===== config.mk =====
export PLATFORM = sky130hd
export DESIGN_NAME = pcot_row
export DESIGN_NICKNAME = d
export VERILOG_FILES = /design/src/rtl/priority_claim_owner_table_assert.svh /design/src/rtl/pcot_pkg.sv /design/src/rtl/pcot_cell.sv /design/src/rtl/pcot_row.sv
export SDC_FILE = /design/constraint.sdc
export NUM_CORES = 2
export LEC_CHECK = 0
export BUFFER_PORTS_ARGS = -buffer_cell sky130_fd_sc_hd__buf_4
export CAP_MARGIN = 20
export CORE_AREA = 2 2 604 606
export CTS_CLUSTER_DIAMETER = 40
export CTS_CLUSTER_SIZE = 40
export DETAILED_ROUTE_END_ITERATION = 10
export DIE_AREA = 0 0 606 608
export REMOVE_ABC_BUFFERS = 1
export SYNTH_ARGS = -nofsm -noshare
export SYNTH_HDL_FRONTEND = slang
export SYNTH_SLANG_ARGS = --single-unit
export TNS_END_PERCENT = 20

===== constraint.sdc =====
create_clock -name clk -period 15.3 [get_ports clk]
set_clock_uncertainty 0.1 [all_clocks]
set_input_delay 1.53 -clock clk [delete_from_list [all_inputs] [get_ports clk]]
set_output_delay 1.53 -clock clk [all_outputs]
set_load 0.1 [all_outputs]

===== src/rtl/priority_claim_owner_table_assert.svh =====
// assertion macros used by the claim table top level
`ifndef PRIORITY_CLAIM_OWNER_TABLE_ASSERT_SVH
`define PRIORITY_CLAIM_OWNER_TABLE_ASSERT_SVH

// same-cycle implication, checked outside reset
`define PCOT_ASSERT_NOW(label, clk, rst, ante, cons, msg) \
  label: assert property (@(posedge clk) disable iff (rst) (ante) |-> (cons)) \
    else $error(msg);

// next-cycle implication, checked outside reset
`define PCOT_ASSERT_NEXT(label, clk, rst, ante, cons, msg) \
  label: assert property (@(posedge clk) disable iff (rst) (ante) |=> (cons)) \
    else $error(msg);

`endif


===== src/rtl/pcot_pkg.sv =====
package pcot_pkg;

  // field widths of the transfer payloads
  localparam int OP_FIELD_BITS      = 2;
  localparam int TAG_FIELD_BITS     = 16;
  localparam int PRIO_FIELD_BITS    = 16;
  localparam int PAYLOAD_FIELD_BITS = 64;
  localparam int STATUS_FIELD_BITS  = 3;

  // stored claim widths
  localparam int PRIO_BITS = 15;
  localparam int SEQ_BITS  = 32;

  typedef enum logic [OP_FIELD_BITS-1:0] {
    OP_SET       = 2'd0,
    OP_CLEAR     = 2'd1,
    OP_GET       = 2'd2,
    OP_CLEAR_ALL = 2'd3
  } pcot_op_t;

  typedef enum logic [STATUS_FIELD_BITS-1:0] {
    ST_OK         = 3'd0,
    ST_EMPTY_TAG  = 3'd1,
    ST_NEG_PRIO   = 3'd2,
    ST_NOT_FINITE = 3'd3,
    ST_FULL       = 3'd4,
    ST_NO_OWNER   = 3'd5
  } pcot_status_t;

  typedef enum logic [1:0] {
    S_IDLE,
    S_SCAN,
    S_WRITE
  } pcot_state_t;

  // flags carried by the scan token from cell to cell
  typedef struct packed {
    logic active;
    logic hit;
    logic free;
    logic best;
  } pcot_scan_t;

  // broadcast control from the sequencer to a row
  typedef struct packed {
    pcot_op_t op;
    logic     clear_all;
    logic     wr_en;
  } pcot_ctrl_t;

endpackage


===== src/rtl/pcot_cell.sv =====
module pcot_cell import pcot_pkg::*; #(
  parameter int TAG_BITS     = 16,
  parameter int PAYLOAD_BITS = 64,
  parameter int IDX_BITS     = 4,
  parameter int CELL_IDX     = 0
) (
  input  logic                    clk,
  input  logic                    rst,
  input  pcot_ctrl_t              ctrl,
  input  logic [IDX_BITS-1:0]     wr_idx,
  input  logic [TAG_BITS-1:0]     cmd_tag,
  input  logic [PRIO_BITS-1:0]    cmd_prio,
  input  logic [SEQ_BITS-1:0]     cmd_seq,
  input  logic [PAYLOAD_BITS-1:0] cmd_payload,
  input  pcot_scan_t              scan_in,
  input  logic [IDX_BITS-1:0]     hit_idx_in,
  input  logic [IDX_BITS-1:0]     free_idx_in,
  input  logic [PRIO_BITS-1:0]    best_prio_in,
  input  logic [SEQ_BITS-1:0]     best_seq_in,
  input  logic [PAYLOAD_BITS-1:0] best_payload_in,
  output pcot_scan_t              scan_out,
  output logic [IDX_BITS-1:0]     hit_idx_out,
  output logic [IDX_BITS-1:0]     free_idx_out,
  output logic [PRIO_BITS-1:0]    best_prio_out,
  output logic [SEQ_BITS-1:0]     best_seq_out,
  output logic [PAYLOAD_BITS-1:0] best_payload_out
);

  localparam logic [IDX_BITS-1:0] MY_IDX = IDX_BITS'(CELL_IDX);

  logic                    valid;
  logic [TAG_BITS-1:0]     tag;
  logic [PRIO_BITS-1:0]    prio;
  logic [SEQ_BITS-1:0]     seq;
  logic [PAYLOAD_BITS-1:0] payload;

  logic       match;
  logic       better;
  logic       wr_here;
  pcot_scan_t scan_next;

  assign match   = valid && (tag == cmd_tag);
  assign wr_here = ctrl.wr_en && (wr_idx == MY_IDX);
  assign better  = valid && (!scan_in.best || (prio > best_prio_in) ||
                   ((prio == best_prio_in) && (seq > best_seq_in)));

  always_comb begin
    scan_next.active = scan_in.active;
    scan_next.hit    = scan_in.hit || match;
    scan_next.free   = scan_in.free || !valid;
    scan_next.best   = scan_in.best || valid;
  end

  always_ff @(posedge clk) begin
    if (rst) begin
      valid    <= 1'b0;
      scan_out <= '0;
    end else begin
      scan_out <= scan_next;
      if (ctrl.clear_all) begin
        valid <= 1'b0;
      end else if (wr_here) begin
        valid <= 1'b1;
      end else if (scan_in.active && (ctrl.op == OP_CLEAR) && match) begin
        valid <= 1'b0;
      end
    end
  end

  always_ff @(posedge clk) begin
    if (wr_here) begin
      tag     <= cmd_tag;
      prio    <= cmd_prio;
      seq     <= cmd_seq;
      payload <= cmd_payload;
    end
    // first match and first free slot win, later cells only pass them on
    hit_idx_out  <= scan_in.hit  ? hit_idx_in  : MY_IDX;
    free_idx_out <= scan_in.free ? free_idx_in : MY_IDX;
    if (better) begin
      best_prio_out    <= prio;
      best_seq_out     <= seq;
      best_payload_out <= payload;
    end else begin
      best_prio_out    <= best_prio_in;
      best_seq_out     <= best_seq_in;
      best_payload_out <= best_payload_in;
    end
  end

endmodule


===== src/rtl/pcot_row.sv =====
module pcot_row import pcot_pkg::*; #(
  parameter int ENTRIES      = 16,
  parameter int TAG_BITS     = 16,
  parameter int PAYLOAD_BITS = 64,
  parameter int IDX_BITS     = 4
) (
  input  logic                    clk,
  input  logic                    rst,
  input  logic                    start,
  input  pcot_ctrl_t              ctrl,
  input  logic [IDX_BITS-1:0]     wr_idx,
  input  logic [TAG_BITS-1:0]     cmd_tag,
  input  logic [PRIO_BITS-1:0]    cmd_prio,
  input  logic [SEQ_BITS-1:0]     cmd_seq,
  input  logic [PAYLOAD_BITS-1:0] cmd_payload,
  output pcot_scan_t              scan_out,
  output logic [IDX_BITS-1:0]     hit_idx,
  output logic [IDX_BITS-1:0]     free_idx,
  output logic [PAYLOAD_BITS-1:0] best_payload
);

  pcot_scan_t              scan_c    [ENTRIES+1];
  logic [IDX_BITS-1:0]     hit_c     [ENTRIES+1];
  logic [IDX_BITS-1:0]     free_c    [ENTRIES+1];
  logic [PRIO_BITS-1:0]    prio_c    [ENTRIES+1];
  logic [SEQ_BITS-1:0]     seq_c     [ENTRIES+1];
  logic [PAYLOAD_BITS-1:0] payload_c [ENTRIES+1];

  // token enters the head of the row empty-handed
  always_comb begin
    scan_c[0]        = '0;
    scan_c[0].active = start;
    hit_c[0]         = '0;
    free_c[0]        = '0;
    prio_c[0]        = '0;
    seq_c[0]         = '0;
    payload_c[0]     = '0;
  end

  for (genvar i = 0; i < ENTRIES; i++) begin : g_cell
    pcot_cell #(
      .TAG_BITS     (TAG_BITS),
      .PAYLOAD_BITS (PAYLOAD_BITS),
      .IDX_BITS     (IDX_BITS),
      .CELL_IDX     (i)
    ) u_cell (
      .clk              (clk),
      .rst              (rst),
      .ctrl             (ctrl),
      .wr_idx           (wr_idx),
      .cmd_tag          (cmd_tag),
      .cmd_prio         (cmd_prio),
      .cmd_seq          (cmd_seq),
      .cmd_payload      (cmd_payload),
      .scan_in          (scan_c[i]),
      .hit_idx_in       (hit_c[i]),
      .free_idx_in      (free_c[i]),
      .best_prio_in     (prio_c[i]),
      .best_seq_in      (seq_c[i]),
      .best_payload_in  (payload_c[i]),
      .scan_out         (scan_c[i+1]),
      .hit_idx_out      (hit_c[i+1]),
      .free_idx_out     (free_c[i+1]),
      .best_prio_out    (prio_c[i+1]),
      .best_seq_out     (seq_c[i+1]),
      .best_payload_out (payload_c[i+1])
    );
  end

  assign scan_out     = scan_c[ENTRIES];
  assign hit_idx      = hit_c[ENTRIES];
  assign free_idx     = free_c[ENTRIES];
  assign best_payload = payload_c[ENTRIES];

endmodule


==> results.sh <==
export IMPL_postCtsHoldBufs=0
export IMPL_ys_ff_latch=3939
export IMPL_path_cells="inv_1 -> ha_1 -> a21o_1 -> a21o_1 -> a2111oi_0 -> o21ai_1 -> nor3_4 -> buf_4 -> mux2_2"
export IMPL_cts_sinks=3939
export IMPL_synth_top_area_share_pct=42.3
export IMPL_cts_made_buffers=467
export IMPL_cts_path_max_buffers=4
export IMPL_drtIter0Drc=4027
export IMPL_critPathSlowestCell="nor3_4"
export IMPL_num_vias=72258
export IMPL_initial_core_util_pct=39.9
export IMPL_report_final_slew_viol_count=0
export IMPL_crit_family="compound AO/OA/AOI/OAI gates"
export IMPL_cts_setup_buffers=0
export IMPL_maxCapViolCount=0
export IMPL_gp_congestion=0.823
export IMPL_cp_end_kind="register"
export IMPL_powerDensity_mw_per_mm2=142
export IMPL_hpwl_um=203000
export IMPL_max_stage_delay_ns=0.93
export IMPL_die_h_um=608
export IMPL_ys_flop_type="edfxtp_1"
export IMPL_ys_types=55
export IMPL_avgSynthCellArea_um2=15.8
export IMPL_finalNonFillerCells=14885
export IMPL_crit_buf_inv=2
export IMPL_path_max_fanout=51
export IMPL_rrSetupSlack_ns=10.44
export IMPL_tns_ns=0
export IMPL_finalSetupViolCount=0
export IMPL_ys_top_cells_by_count="2032 x edfxtp_1, 1907 x dfxtp_1, 780 x mux2_1"
export IMPL_cp_arrival_ns=5.60
export IMPL_start_kind="register"
export IMPL_dp_cells=13986
export IMPL_synth_top_area_cell="edfxtp_1"
export IMPL_p_leak_nw=62.8
export IMPL_async_flop_share_pct=0
export IMPL_synth_edf_count=2032
export IMPL_viasPerCell=4.85
export IMPL_grt_pass1_wl_um=476000
export IMPL_synthTopCellsByArea="edfxtp_1 42%, dfxtp_1 26%, ha_1 6.1%, mux2_1 6.1%, mux2_4 4.7%"
export IMPL_grt_remaining_overflow=0
export IMPL_post_cts_resized=0
export IMPL_syn_inst=9116
export IMPL_yosysSeqAreaShare_pct=68.8
export IMPL_core_area_mm2=0.362
export IMPL_required_ns=16.03
export IMPL_clk_pin_slew_ns=0.06
export IMPL_antenna_found_initial=27
export IMPL_grt_use_total_pct=16.9
export IMPL_drive_gt1_share_pct=20.3
export IMPL_ant_nets=0
export IMPL_rsz0062_at_grt="false"
export IMPL_worst_pin_slew_ns=1.06
export IMPL_cts_root_buf="clkbuf_16"
export IMPL_clk_latency_ns=1.00
export IMPL_rows=221
export IMPL_crit_top_cell="a21o_1"
export IMPL_htreeDepth=5
export IMPL_grt_pass1_vias=77251
export IMPL_hold_viol=0
export IMPL_crit_type="reg2reg"
export IMPL_dieArea_mm2=0.368
export IMPL_min_path_type="reg2reg"
export IMPL_finalCriticalPeriod_ns=4.86
export IMPL_dr_pass1_iters=5
export IMPL_yosysMostFrequentCell="edfxtp_1"
export IMPL_relSlewSlack_pct=29.1
export IMPL_port_buffers=213
export IMPL_fmax_mhz=206
export IMPL_grt_start_max_net_pins=126
export IMPL_cts_tree="done"
export IMPL_io_pins=214
export IMPL_fp_dieW_um=606
export IMPL_drt_total_wl_um=313000
export IMPL_wl_per_cell_um=21.1
export IMPL_yosys_warnings=0
export IMPL_outcome="finished clean"
export IMPL_ir_worst_vdd_mv=0.104
export IMPL_area_growth_pct=16.1
export IMPL_syn_area_mm2=0.144
export IMPL_nets=10505
export IMPL_post_route_period_util_pct=31.8
export IMPL_worst_hold_slack_ns=0.276
export IMPL_drc=0
==> cells by family (layout without fill, tap and decap cells) <==
kind of cell / count (synthesis) / after routing / synth area share (%)
xor gates and xnor gates: 256 / 256 / 1.55
buffers and inverters: 998 / 1966 / 3.36
DFF: 3939 / 3939 / 68.8
AOI/OAI and AO/OA: 649 / 649 / 2.68
adders and majority gates: 705 / 705 / 6.12
other: 0 / 7 / 0
muxes: 1618 / 1618 / 13.8
and+or+nand+nor: 951 / 951 / 3.70
==> placed cells by master (no fill, tap or decap), types with 16 or more instances in the layout <==
master | Yosys | routed
a211oi_1 | 38 | 38
xnor2_1 | 240 | 240
and4_1 | 25 | 25
clkbuf_1 | 35 | 39
bufinv_16 | 0 | 44
mux2_2 | 388 | 388
mux2_1 | 780 | 780
nand3_1 | 89 | 89
xor2_1 | 16 | 16
a21oi_1 | 322 | 322
nand2b_1 | 66 | 66
and2_1 | 145 | 145
nand4_1 | 184 | 184
dfxtp_1 | 1907 | 1906
buf_4 | 92 | 306
nor3_1 | 19 | 16
a21o_1 | 57 | 57
o21ai_1 | 16 | 17
or3_1 | 25 | 25
o211ai_1 | 31 | 31
clkinv_8 | 0 | 19
nand2_1 | 140 | 140
clkinvlp_4 | 0 | 45
nor4_1 | 28 | 27
inv_8 | 0 | 33
edfxtp_1 | 2032 | 2032
nor2b_1 | 73 | 72
inv_6 | 0 | 80
clkbuf_16 | 0 | 476
clkbuf_8 | 0 | 22
nor2_1 | 109 | 100
o211a_1 | 17 | 16
clkinv_2 | 0 | 42
ha_1 | 705 | 705
clkinv_4 | 0 | 55
inv_1 | 764 | 760
o21ai_0 | 110 | 109
mux2_4 | 450 | 450
==> worst paths after layout <==
check | from | endpoint | cells past startpoint
worst max register to register | g_cell[6].u_cell.best_prio_out[8] | g_cell[7].u_cell.best_payload_out[63] | 9
worst max-delay path | g_cell[6].u_cell.best_prio_out[8] | g_cell[7].u_cell.best_payload_out[63] | 9
worst min register to register | g_cell[0].u_cell.scan_out[2] | g_cell[1].u_cell.hit_idx_out[0] | 1
worst min-delay path | g_cell[0].u_cell.scan_out[2] | g_cell[1].u_cell.hit_idx_out[0] | 1
==> where the power goes <==
part | switching (mW) | leakage [nW] | internal [mW] | total, mW
Sequential | 0.108 | 33.8 | 11.4 | 11.5
Clock | 4.75 | 8.01 | 6.74 | 11.5
Combinational | 0.509 | 21.0 | 0.330 | 0.840
Total | 5.37 | 62.8 | 18.5 | 23.8
==> metrics by stage <==
stage                     area (um^2)  total power [mW]  util [%]  setup WS, ns
after CTS                      167000              24.1      46.3         10.25
final                          167000              23.8      46.3         10.44
after global routing           167000              24.6      46.3         10.21
after floorplan                142000              12.2         -          3.76
after global placement         151000              12.5      41.7         10.29
after detailed placement       151000              12.6      41.7         10.26
==> area by class of cell <==
cell class	instances	area [um^2]
fill	30960	194000
sequential	3939	99200
multi-input combinational	4179	40400
clock buffer	537	12400
tap	4794	6000
clock inverter	354	4220
inverter	764	2890
timing repair buffer	311	2400
antenna	7	17.5
==> flip-flops by register name, summed over array words and instances, names as in the netlist <==
signal	flops
g_cell.u_cell.scan_out	64
g_cell.u_cell.seq	512
g_cell.u_cell.tag	256
g_cell.u_cell.hit_idx_out	49
g_cell.u_cell.prio	240
g_cell.u_cell.best_seq_out	480
g_cell.u_cell.free_idx_out	49
g_cell.u_cell.best_payload_out	1024
g_cell.u_cell.best_prio_out	225
g_cell.u_cell.valid	16
g_cell.u_cell.payload	1024
==> metal layers <==
| metal | global-route usage, % | share of wire (%) | vias to the layer above | wire [um] |
|---|---|---|---|---|
| met2 | 28.9 | 48 | 1254 | 151000 |
| met5 | 0 | 0.0041 | - | 13 |
| met3 | 2.61 | 4.2 | 544 | 13200 |
| li1 | - | - | 34048 | - |
| met4 | 4.60 | 2.7 | 2 | 8320 |
| met1 | 22.2 | 45 | 36410 | 141000 |
Note: power is estimated with default switching activity, not from simulation.
